### src/hw/rtl/bst_pkg.sv
// shared types and constants for the bencode stream tokenizer
package bst_pkg;

    localparam int DEFAULT_MAX_DEPTH = 32;
    localparam int VAL_W             = 31;
    localparam logic [VAL_W-1:0] VAL_MAX = {VAL_W{1'b1}};

    localparam logic [7:0] CH_I     = 8'h69;
    localparam logic [7:0] CH_L     = 8'h6C;
    localparam logic [7:0] CH_D     = 8'h64;
    localparam logic [7:0] CH_E     = 8'h65;
    localparam logic [7:0] CH_COLON = 8'h3A;
    localparam logic [7:0] CH_ZERO  = 8'h30;
    localparam logic [7:0] CH_NINE  = 8'h39;
    localparam logic [3:0] RADIX    = 4'd10;

    typedef enum logic [2:0] {
        EV_INT        = 3'd0,
        EV_STR_LEN    = 3'd1,
        EV_STR_BYTE   = 3'd2,
        EV_LIST_OPEN  = 3'd3,
        EV_DICT_OPEN  = 3'd4,
        EV_LIST_CLOSE = 3'd5,
        EV_DICT_CLOSE = 3'd6,
        EV_ERROR      = 3'd7
    } t_event;

    typedef enum logic [2:0] {
        ERR_NONE      = 3'd0,
        ERR_TRUNCATED = 3'd1,
        ERR_BAD_DIGIT = 3'd2,
        ERR_OVERFLOW  = 3'd3,
        ERR_TOO_DEEP  = 3'd4
    } t_err;

    typedef struct packed {
        logic [7:0] data_byte;
        logic       last_byte;
        logic       restart;
    } t_in_word;

    typedef struct packed {
        logic [2:0]       event_res;
        logic [VAL_W-1:0] value;
        logic [5:0]       depth;
        logic             top_done;
        logic [2:0]       error_code;
    } t_out_word;

    // one open container: 0 list, 1 dict, and offset of its opening byte
    typedef struct packed {
        logic             kind;
        logic [VAL_W-1:0] start;
    } t_stk_entry;

    typedef struct packed {
        logic       clear;
        logic       push;
        logic       pop;
        t_stk_entry entry;
    } t_stk_ctrl;

endpackage

### src/hw/rtl/bencode_stream_tokenizer_core.sv
// top level of the streaming bencode tokenizer
// Takes one buffer byte per clock while the output side takes words, and gives at most
// one token word per byte. An accepted byte is held in the input register and parsed
// from there once the result register can take its token, which is then written into
// the result register. A stalled output fills the input register and then drops ready.
// Open containers live in a stack of MAX_DEPTH entries: the top entry in flops and the
// rest in a memory whose next entry down is always prefetched, so a close moves it
// straight into the top entry. The memory needs no clearing after reset. A restart
// mark on a byte clears the parse state first.
module bencode_stream_tokenizer_core
    import bst_pkg::*;
#(
    parameter int MAX_DEPTH = DEFAULT_MAX_DEPTH
) (
    input  logic      i_clk,
    input  logic      i_rst_n,
    input  logic      i_in_valid,
    output logic      o_in_ready,
    input  t_in_word  i_in_word,
    output logic      o_out_valid,
    input  logic      i_out_ready,
    output t_out_word o_out_word
);

    logic       w_hold_valid;
    t_in_word   w_hold_word;
    logic       w_out_free;
    logic       w_adv;
    t_stk_ctrl  w_stk;
    t_stk_entry w_top;

    // parse the held word when the result register can take its token
    assign w_adv = w_hold_valid && w_out_free;

    bst_in_reg u_in_reg (
        .i_clk   (i_clk),
        .i_rst_n (i_rst_n),
        .i_valid (i_in_valid),
        .o_ready (o_in_ready),
        .i_word  (i_in_word),
        .i_take  (w_adv),
        .o_valid (w_hold_valid),
        .o_word  (w_hold_word)
    );

    bst_parse #(
        .MAX_DEPTH (MAX_DEPTH)
    ) u_parse (
        .i_clk       (i_clk),
        .i_rst_n     (i_rst_n),
        .i_adv       (w_adv),
        .i_word      (w_hold_word),
        .o_out_free  (w_out_free),
        .i_out_ready (i_out_ready),
        .o_out_valid (o_out_valid),
        .o_out_word  (o_out_word),
        .o_stk       (w_stk),
        .i_top       (w_top)
    );

    bst_stack #(
        .MAX_DEPTH (MAX_DEPTH)
    ) u_stack (
        .i_clk   (i_clk),
        .i_rst_n (i_rst_n),
        .i_ctrl  (w_stk),
        .o_top   (w_top)
    );

endmodule

### src/hw/rtl/bst_in_reg.sv
// input register that holds one word in front of the parser
module bst_in_reg
    import bst_pkg::*;
(
    input  logic     i_clk,
    input  logic     i_rst_n,
    input  logic     i_valid,
    output logic     o_ready,
    input  t_in_word i_word,
    input  logic     i_take,
    output logic     o_valid,
    output t_in_word o_word
);

    logic     r_valid;
    t_in_word r_word;

    assign o_ready = !r_valid || i_take;
    assign o_valid = r_valid;
    assign o_word  = r_word;

    always_ff @(posedge i_clk) begin
        if (!i_rst_n) begin
            r_valid <= 1'b0;
        end else if (o_ready) begin
            r_valid <= i_valid;
        end
    end

    always_ff @(posedge i_clk) begin
        if (o_ready && i_valid) begin
            r_word <= i_word;
        end
    end

endmodule

### src/hw/rtl/bst_stack.sv
// container stack: top entry in flops, deeper entries in a memory with prefetch
module bst_stack
    import bst_pkg::*;
#(
    parameter int MAX_DEPTH = DEFAULT_MAX_DEPTH
) (
    input  logic       i_clk,
    input  logic       i_rst_n,
    input  t_stk_ctrl  i_ctrl,
    output t_stk_entry o_top
);

    localparam int LVL_W = $clog2(MAX_DEPTH + 1);
    localparam int AW    = (MAX_DEPTH > 1) ? $clog2(MAX_DEPTH) : 1;

    t_stk_entry       mem [MAX_DEPTH];
    t_stk_entry       r_top;
    t_stk_entry       r_below;
    logic [LVL_W-1:0] r_lvl;
    logic [LVL_W-1:0] n_lvl;
    logic [LVL_W-1:0] lvl_e;
    logic [LVL_W-1:0] lvl_dec;
    logic [LVL_W-1:0] rd_lvl;
    logic             wr_en;
    logic [AW-1:0]    wr_addr;
    logic [AW-1:0]    rd_addr;

    assign lvl_e   = i_ctrl.clear ? '0 : r_lvl;
    assign lvl_dec = lvl_e - LVL_W'(1);
    assign wr_en   = i_ctrl.push && (lvl_e != '0);
    assign wr_addr = lvl_dec[AW-1:0];

    always_comb begin
        n_lvl = lvl_e;
        if (i_ctrl.push) begin
            n_lvl = lvl_e + LVL_W'(1);
        end else if (i_ctrl.pop) begin
            n_lvl = lvl_dec;
        end
    end

    // entry just below the next top
    assign rd_lvl  = n_lvl - LVL_W'(2);
    assign rd_addr = rd_lvl[AW-1:0];
    assign o_top   = r_top;

    always_ff @(posedge i_clk) begin
        if (!i_rst_n) begin
            r_lvl <= '0;
        end else begin
            r_lvl <= n_lvl;
        end
    end

    always_ff @(posedge i_clk) begin
        if (i_ctrl.push) begin
            r_top <= i_ctrl.entry;
        end else if (i_ctrl.pop) begin
            r_top <= r_below;
        end
    end

    always_ff @(posedge i_clk) begin
        if (wr_en) begin
            mem[wr_addr] <= r_top;
        end
        if (wr_en && (wr_addr == rd_addr)) begin
            r_below <= r_top;
        end else begin
            r_below <= mem[rd_addr];
        end
    end

endmodule

### src/hw/rtl/bst_parse.sv
// parse state, per-byte next-state logic and result register
module bst_parse
    import bst_pkg::*;
#(
    parameter int MAX_DEPTH = DEFAULT_MAX_DEPTH
) (
    input  logic       i_clk,
    input  logic       i_rst_n,
    input  logic       i_adv,
    input  t_in_word   i_word,
    output logic       o_out_free,
    input  logic       i_out_ready,
    output logic       o_out_valid,
    output t_out_word  o_out_word,
    output t_stk_ctrl  o_stk,
    input  t_stk_entry i_top
);

    localparam int LVL_W = $clog2(MAX_DEPTH + 1);

    typedef enum logic [6:0] {
        MODE_ITEM      = 7'b0000001,
        MODE_INT_FIRST = 7'b0000010,
        MODE_INT_MORE  = 7'b0000100,
        MODE_STR_LEN   = 7'b0001000,
        MODE_STR_BODY  = 7'b0010000,
        MODE_DONE      = 7'b0100000,
        MODE_ERROR     = 7'b1000000
    } t_mode;

    t_mode            r_mode, n_mode, mode_e;
    logic [VAL_W-1:0] r_acc, n_acc, acc_e;
    logic [VAL_W-1:0] r_rem, n_rem, rem_e;
    logic [VAL_W-1:0] r_pos, n_pos, pos_e;
    logic [LVL_W-1:0] r_level, n_level, lvl_e;
    logic             r_out_valid;
    t_out_word        r_out_word;

    logic [7:0]       b;
    logic             is_digit;
    logic [3:0]       digit;
    logic [VAL_W+3:0] mac;
    logic             ovf;
    logic             live;
    logic             have;
    logic             tdone;
    logic             push, pop;
    t_event           ev;
    t_err             err;
    logic [VAL_W-1:0] val;
    t_out_word        w_out;

    assign b        = i_word.data_byte;
    assign is_digit = (b >= CH_ZERO) && (b <= CH_NINE);
    assign digit    = 4'(b - CH_ZERO);

    assign mode_e = i_word.restart ? MODE_ITEM : r_mode;
    assign acc_e  = i_word.restart ? '0 : r_acc;
    assign rem_e  = i_word.restart ? '0 : r_rem;
    assign pos_e  = i_word.restart ? '0 : r_pos;
    assign lvl_e  = i_word.restart ? '0 : r_level;
    assign n_pos  = (pos_e != VAL_MAX) ? pos_e + VAL_W'(1) : pos_e;

    assign mac  = (VAL_W+4)'(acc_e) * (VAL_W+4)'(RADIX) + (VAL_W+4)'(digit);
    assign ovf  = mac > (VAL_W+4)'(VAL_MAX);
    assign live = (mode_e != MODE_DONE) && (mode_e != MODE_ERROR);

    always_comb begin
        n_mode  = mode_e;
        n_acc   = acc_e;
        n_rem   = rem_e;
        n_level = lvl_e;
        ev      = EV_INT;
        val     = '0;
        tdone   = 1'b0;
        err     = ERR_NONE;
        have    = 1'b0;
        push    = 1'b0;
        pop     = 1'b0;
        unique case (mode_e) inside
            MODE_ITEM: begin
                if (b == CH_I) begin
                    n_mode = MODE_INT_FIRST;
                    n_acc  = '0;
                end else if (b == CH_L || b == CH_D) begin
                    if (lvl_e >= LVL_W'(MAX_DEPTH)) begin
                        err = ERR_TOO_DEEP;
                    end else begin
                        push    = 1'b1;
                        n_level = lvl_e + LVL_W'(1);
                        ev      = (b == CH_D) ? EV_DICT_OPEN : EV_LIST_OPEN;
                        have    = 1'b1;
                    end
                end else if (b == CH_E && lvl_e != '0) begin
                    pop     = 1'b1;
                    n_level = lvl_e - LVL_W'(1);
                    have    = 1'b1;
                    if (i_top.kind) begin
                        ev  = EV_DICT_CLOSE;
                        val = pos_e - i_top.start + VAL_W'(1);
                    end else begin
                        ev = EV_LIST_CLOSE;
                    end
                    if (n_level == '0) begin
                        n_mode = MODE_DONE;
                        tdone  = 1'b1;
                    end
                end else if (is_digit) begin
                    n_mode = MODE_STR_LEN;
                    n_acc  = VAL_W'(digit);
                end else begin
                    err = ERR_BAD_DIGIT;
                end
            end
            MODE_INT_FIRST, MODE_INT_MORE: begin
                if (is_digit) begin
                    if (ovf) begin
                        err = ERR_OVERFLOW;
                    end else begin
                        n_acc  = mac[VAL_W-1:0];
                        n_mode = MODE_INT_MORE;
                    end
                end else if (b == CH_E && mode_e == MODE_INT_MORE) begin
                    ev   = EV_INT;
                    val  = acc_e;
                    have = 1'b1;
                    if (lvl_e == '0) begin
                        n_mode = MODE_DONE;
                        tdone  = 1'b1;
                    end else begin
                        n_mode = MODE_ITEM;
                    end
                end else begin
                    err = ERR_BAD_DIGIT;
                end
            end
            MODE_STR_LEN: begin
                if (is_digit) begin
                    if (ovf) begin
                        err = ERR_OVERFLOW;
                    end else begin
                        n_acc = mac[VAL_W-1:0];
                    end
                end else if (b == CH_COLON) begin
                    ev    = EV_STR_LEN;
                    val   = acc_e;
                    have  = 1'b1;
                    n_rem = acc_e;
                    if (acc_e != '0) begin
                        n_mode = MODE_STR_BODY;
                    end else if (lvl_e == '0) begin
                        n_mode = MODE_DONE;
                        tdone  = 1'b1;
                    end else begin
                        n_mode = MODE_ITEM;
                    end
                end else begin
                    err = ERR_BAD_DIGIT;
                end
            end
            MODE_STR_BODY: begin
                ev    = EV_STR_BYTE;
                val   = VAL_W'(b);
                have  = 1'b1;
                n_rem = (rem_e != '0) ? rem_e - VAL_W'(1) : rem_e;
                if (n_rem == '0) begin
                    if (lvl_e == '0) begin
                        n_mode = MODE_DONE;
                        tdone  = 1'b1;
                    end else begin
                        n_mode = MODE_ITEM;
                    end
                end
            end
            default: begin
                // done or error: byte ignored
            end
        endcase

        if (live && err == ERR_NONE && i_word.last_byte && n_mode != MODE_DONE) begin
            err = ERR_TRUNCATED;
        end
        if (err != ERR_NONE) begin
            n_mode = MODE_ERROR;
            ev     = EV_ERROR;
            val    = '0;
            tdone  = 1'b0;
            have   = 1'b1;
        end
    end

    assign w_out.event_res  = ev;
    assign w_out.value      = val;
    assign w_out.depth      = 6'(n_level);
    assign w_out.top_done   = tdone;
    assign w_out.error_code = err;

    assign o_stk.clear = i_adv && i_word.restart;
    assign o_stk.push  = i_adv && push;
    assign o_stk.pop   = i_adv && pop;
    assign o_stk.entry = '{kind: (b == CH_D), start: pos_e};

    assign o_out_free  = !r_out_valid || i_out_ready;
    assign o_out_valid = r_out_valid;
    assign o_out_word  = r_out_word;

    always_ff @(posedge i_clk) begin
        if (!i_rst_n) begin
            r_mode  <= MODE_ITEM;
            r_acc   <= '0;
            r_rem   <= '0;
            r_pos   <= '0;
            r_level <= '0;
        end else if (i_adv) begin
            r_mode  <= n_mode;
            r_acc   <= n_acc;
            r_rem   <= n_rem;
            r_pos   <= n_pos;
            r_level <= n_level;
        end
    end

    always_ff @(posedge i_clk) begin
        if (!i_rst_n) begin
            r_out_valid <= 1'b0;
        end else if (o_out_free) begin
            r_out_valid <= i_adv && have;
        end
    end

    always_ff @(posedge i_clk) begin
        if (o_out_free) begin
            r_out_word <= w_out;
        end
    end

`ifndef SYNTHESIS
    a_err_fields : assert property (@(posedge i_clk) disable iff (!i_rst_n)
        r_out_valid && r_out_word.event_res == EV_ERROR |->
            r_out_word.error_code != ERR_NONE && r_out_word.value == '0
            && !r_out_word.top_done)
        else $error("error word with bad fields");

    a_ok_no_code : assert property (@(posedge i_clk) disable iff (!i_rst_n)
        r_out_valid && r_out_word.event_res != EV_ERROR |->
            r_out_word.error_code == ERR_NONE)
        else $error("error code on non-error word");

    a_quiet_after_end : assert property (@(posedge i_clk) disable iff (!i_rst_n)
        i_adv && !i_word.restart && (r_mode == MODE_DONE || r_mode == MODE_ERROR)
            |-> !have)
        else $error("result after finished or failed buffer");

    a_level_bound : assert property (@(posedge i_clk) disable iff (!i_rst_n)
        r_level <= LVL_W'(MAX_DEPTH))
        else $error("nesting level beyond limit");

    a_pop_nonempty : assert property (@(posedge i_clk) disable iff (!i_rst_n)
        o_stk.pop |-> lvl_e != '0 && !o_stk.push)
        else $error("pop of empty stack");
`endif

endmodule
### config.mk
export PLATFORM = sky130hd
export DESIGN_NAME = bencode_stream_tokenizer_core
export DESIGN_NICKNAME = d
export VERILOG_FILES = /design/src/hw/rtl/bst_pkg.sv /design/src/hw/rtl/bencode_stream_tokenizer_core.sv /design/src/hw/rtl/bst_in_reg.sv /design/src/hw/rtl/bst_stack.sv /design/src/hw/rtl/bst_parse.sv
export SDC_FILE = /design/constraint.sdc
export NUM_CORES = 2
export LEC_CHECK = 0
export BUFFER_PORTS_ARGS = -buffer_cell sky130_fd_sc_hd__buf_2
export CAP_MARGIN = 25
export CORE_UTILIZATION = 43
export DETAILED_ROUTE_END_ITERATION = 10
export GPL_TIMING_DRIVEN = 0
export PLACE_DENSITY_LB_ADDON = 0.1
export SLEW_MARGIN = 30
export SYNTH_ARGS = -nofsm -noshare
export SYNTH_HDL_FRONTEND = slang
export SYNTH_HIERARCHICAL = 1
export SYNTH_SLANG_ARGS = --single-unit
### constraint.sdc
create_clock -name i_clk -period 13.5 [get_ports i_clk]
set_input_delay 0.675 -clock i_clk [delete_from_list [all_inputs] [get_ports i_clk]]
set_output_delay 0.675 -clock i_clk [all_outputs]
set_load 0.005 [all_outputs]
==> run summary <==
Fin Hold WS - 90.4 ps
Setup slack, reg-to-reg - 630 ps
Placed cell count - 6,139
Worst path most repeated cell - clkbuf_1
Syn Inst Count - 4,171
WL/cell - 29.7 um
#FFs+latches synth - 1,229
Clock net sink count - 1,229
CTS H-tree depth - 4
Nets - 4,669
Final WL - 190 mm
CTS Buf Count - 137
Mapped cell area - 0.0567 mm2
Number of global-route vias before repair - 36,900
Row count - 132
Post-cts sizing count - 0
Part of the cycle the worst path needs - 95.4%
Logic depth of the worst path, buffers included - 26
Gr ovfl total - 0
Crit. End Element - register
Fmax - 77.7 MHz
Clock Path Buffers - 3
Startpoint class of the critical path - register
HPWL reported at the end of detailed placement - 138 mm
RSZ-0062 raised after global routing - no
Die ar. - 0.133 mm2
Dominant synthesized flop cell - edfxtp_1
Worst Path Arrival - 13,360 ps
Post-synth cell types - 111
Initial Util - 43.6%
Core area - 0.130 mm2
Gp weighted congestion - 0.949
Endpoints failing setup - 0
Worst EP required - 13,980 ps
Initial antenna violation count - 2
Layout cells sized above 1 - 13.6%
DR vias - 38,100
CP bufs+invs - 12
# hold bufs at CTS - 0
Worst path slowest cell - buf_1
First-pass GRT wire length - 269 mm
Max incr delay on CP - 830 ps
Mean Syn Cell Area - 13.6 um2
Hold Fails Final Rpt - 0
I/O Pins - 60
RR Startpoint - u_in_reg/o_word[0]
GRT Total Usage - 28.4%
Design area - 0.0659 mm2
Warnings, synthesis - 6
I/O Buffers - 59
Root buf cell - clkbuf_16
Ys async rst share - 0%
Pwr dens - 119 mW/mm2
Clk Latency, worst-skew pair - 770 ps
Vias per inst - 5.96
Synth area leader - edfxtp_1
Setup crit end - u_parse/o_out_word[39]
Clk pin slew, worst setup/hold paths - 60 ps
Slew @ Worst Pin - 1130 ps
Max-Cap Viols - 0
Crit-path max FO - 10
Drt initial violations - 3,670
Syn nets - 4,298
Slew Limit Fails - 0
Die Wd - 365 um
Antenna-violating nets left - 0
Largest net degree at the start of global routing - 47
CTS tree - yes
Top cells by area, synth - edfxtp_1 (59%), mux2i_1 (9.3%), dfxtp_1 (4.2%)
EDFF count, synth - 1,110
Cell Area, Placed - 0.0616 mm2
Sequential area share after synthesis - 63.0%
Die height - 365 um
Slew headroom - 24.9%
Yosys top cell area share - 58.8%
Total leakage power - 0.0216 uW
Min Clock Period, post-route - 12,870 ps
Worst reg2reg path endpoint - u_parse/o_out_word[39]
CP top delay family - buffers and inverters
Worst VDD drop - 0.142 mV
Reg2Reg Depth - 26
HP Class - in -> reg
Worst Setup SP - u_in_reg/o_word[0]
Pre-Repair DR Iteration Count - 6
Layout Cells excl Fill - 6,387
Area Overhead vs Synth - 16.1%
Post-CTS Repair Setup Buffers - 0
Setup Skew - 31.6 ps
Critical path type - reg -> reg
DRC - 0
Outcome - finished clean
cell usage in the layout, fill, tap and decap left out, types with 40 or more instances in the layout:
| cell | count |
|---|---|
| a22o_1 | 66 |
| dfxtp_1 | 119 |
| nor2b_1 | 72 |
| o21ai_0 | 101 |
| edfxtp_1 | 1110 |
| nor3_1 | 49 |
| a221oi_1 | 68 |
| nor2_1 | 231 |
| buf_2 | 73 |
| clkbuf_1 | 205 |
| and3_1 | 40 |
| clkbuf_16 | 139 |
| a22oi_1 | 194 |
| mux2i_1 | 528 |
| nand3_1 | 45 |
| a21oi_1 | 161 |
| ha_1 | 111 |
| buf_4 | 122 |
| inv_1 | 70 |
| nand2_1 | 213 |
| xnor2_1 | 107 |
cell families after synthesis:
group / after synthesis / synth area share (%)
AOI/OAI and AO/OA: 892 / 11.6
xor gates and xnor gates: 146 / 2.25
adders and majority gates: 113 / 2.52
buffers and inverters: 343 / 2.93
DFF: 1229 / 63.0
muxes: 531 / 9.38
and+or+nand+nor: 917 / 8.33
Yosys cell counts (68+ instances only):
library cell / number
a22oi_1: 194
a21oi_1: 161
o21ai_0: 101
clkbuf_1: 177
ha_1: 111
nor2b_1: 72
inv_1: 71
mux2i_1: 528
dfxtp_1: 119
nand2_1: 214
a221oi_1: 68
nor2_1: 247
xnor2_1: 107
edfxtp_1: 1110
through the flow:
step | worst slack (ps) | utilization [%] | setup TNS (ps) | total power [uW]
final | 626 | 50.6 | 0 | 7850
after global routing | 304 | 50.6 | 0 | 8070
after CTS | 731 | 50.5 | 0 | 7900
after detailed placement | 763 | 47.3 | 0 | 4380
after global placement | -413 | 45.5 | -35190 | 4380
after floorplan | 6440 | - | 0 | 4300
layout make-up:
cell class | count | area, um2
fill | 11300 | 64300
antenna | 2 | 5.00
multi-input combinational | 2599 | 19600
clock inverter | 63 | 559
inverter | 72 | 273
buffer | 271 | 1400
tap | 1742 | 2180
timing repair buffer | 232 | 2540
sequential | 1229 | 35700
clock buffer | 177 | 3630
layer usage:
| metal | vias to the layer above | wire, um | GRT usage [%] |
|---|---|---|---|
| met5 | - | 0 | 0 |
| met4 | 0 | 8490 | 12.4 |
| met3 | 359 | 11400 | 4.20 |
| met2 | 1508 | 90700 | 46.9 |
| met1 | 19200 | 79400 | 37.2 |
| li1 | 17000 | - | - |
report_power, final:
part	switching (uW)	internal [uW]	total, uW
combinational	133	57.3	190
sequential	11.1	4100	4110
clock	1540	2010	3540
total	1680	6160	7850
flip-flops by register name (all words and copies together) (netlist names), named ones only:
register	flops
u_in_reg/o_valid	1
u_parse/r_acc	31
u_parse/o_out_valid	1
u_parse/o_out_word	44
u_parse/r_mode	7
u_parse/r_rem	31
u_stack/r_lvl	6
u_parse/r_pos	31
u_stack/mem	1024
u_stack/o_top	32
u_in_reg/o_word	10
u_parse/r_level	6
worst register-to-register path, cell delays in order (launching register included):
cell,delay [ps]
edfxtp_1,340
clkbuf_1,680
clkbuf_1,660
clkbuf_1,720
buf_2,480
clkbuf_1,680
buf_2,510
buf_1,600
buf_1,840
clkbuf_1,540
clkbuf_1,670
buf_1,710
nor2_1,160
ha_1,410
a211oi_1,140
o21ai_0,600
nand3_1,360
a211o_1,380
a211oi_1,690
nand2_1,240
nor4_4,400
nand4_4,230
nand2_2,300
o21bai_2,150
or3_4,450
buf_6,190
nor2_1,480
worst min path at each step:
| stage | start | to | slack, ps | cells past startpoint |
|---|---|---|---|---|
| 2_1_floorplan | u_parse/r_pos[1] | u_parse/r_pos[1] | 440 | 2 |
| 3_3_place_gp | u_parse/r_pos[1] | u_parse/r_pos[1] | 460 | 2 |
| 3_5_place_dp | u_parse/r_pos[1] | u_parse/r_pos[1] | 470 | 2 |
| 4_1_cts | i_in_word[5] | u_in_reg/o_word[5] | 30 | 1 |
| 5_1_grt | i_in_word[0] | u_in_reg/o_word[0] | 60 | 1 |
| 6_report | i_in_word[2] | u_in_reg/o_word[2] | 90 | 1 |
Power figures use the tool's default switching activity.
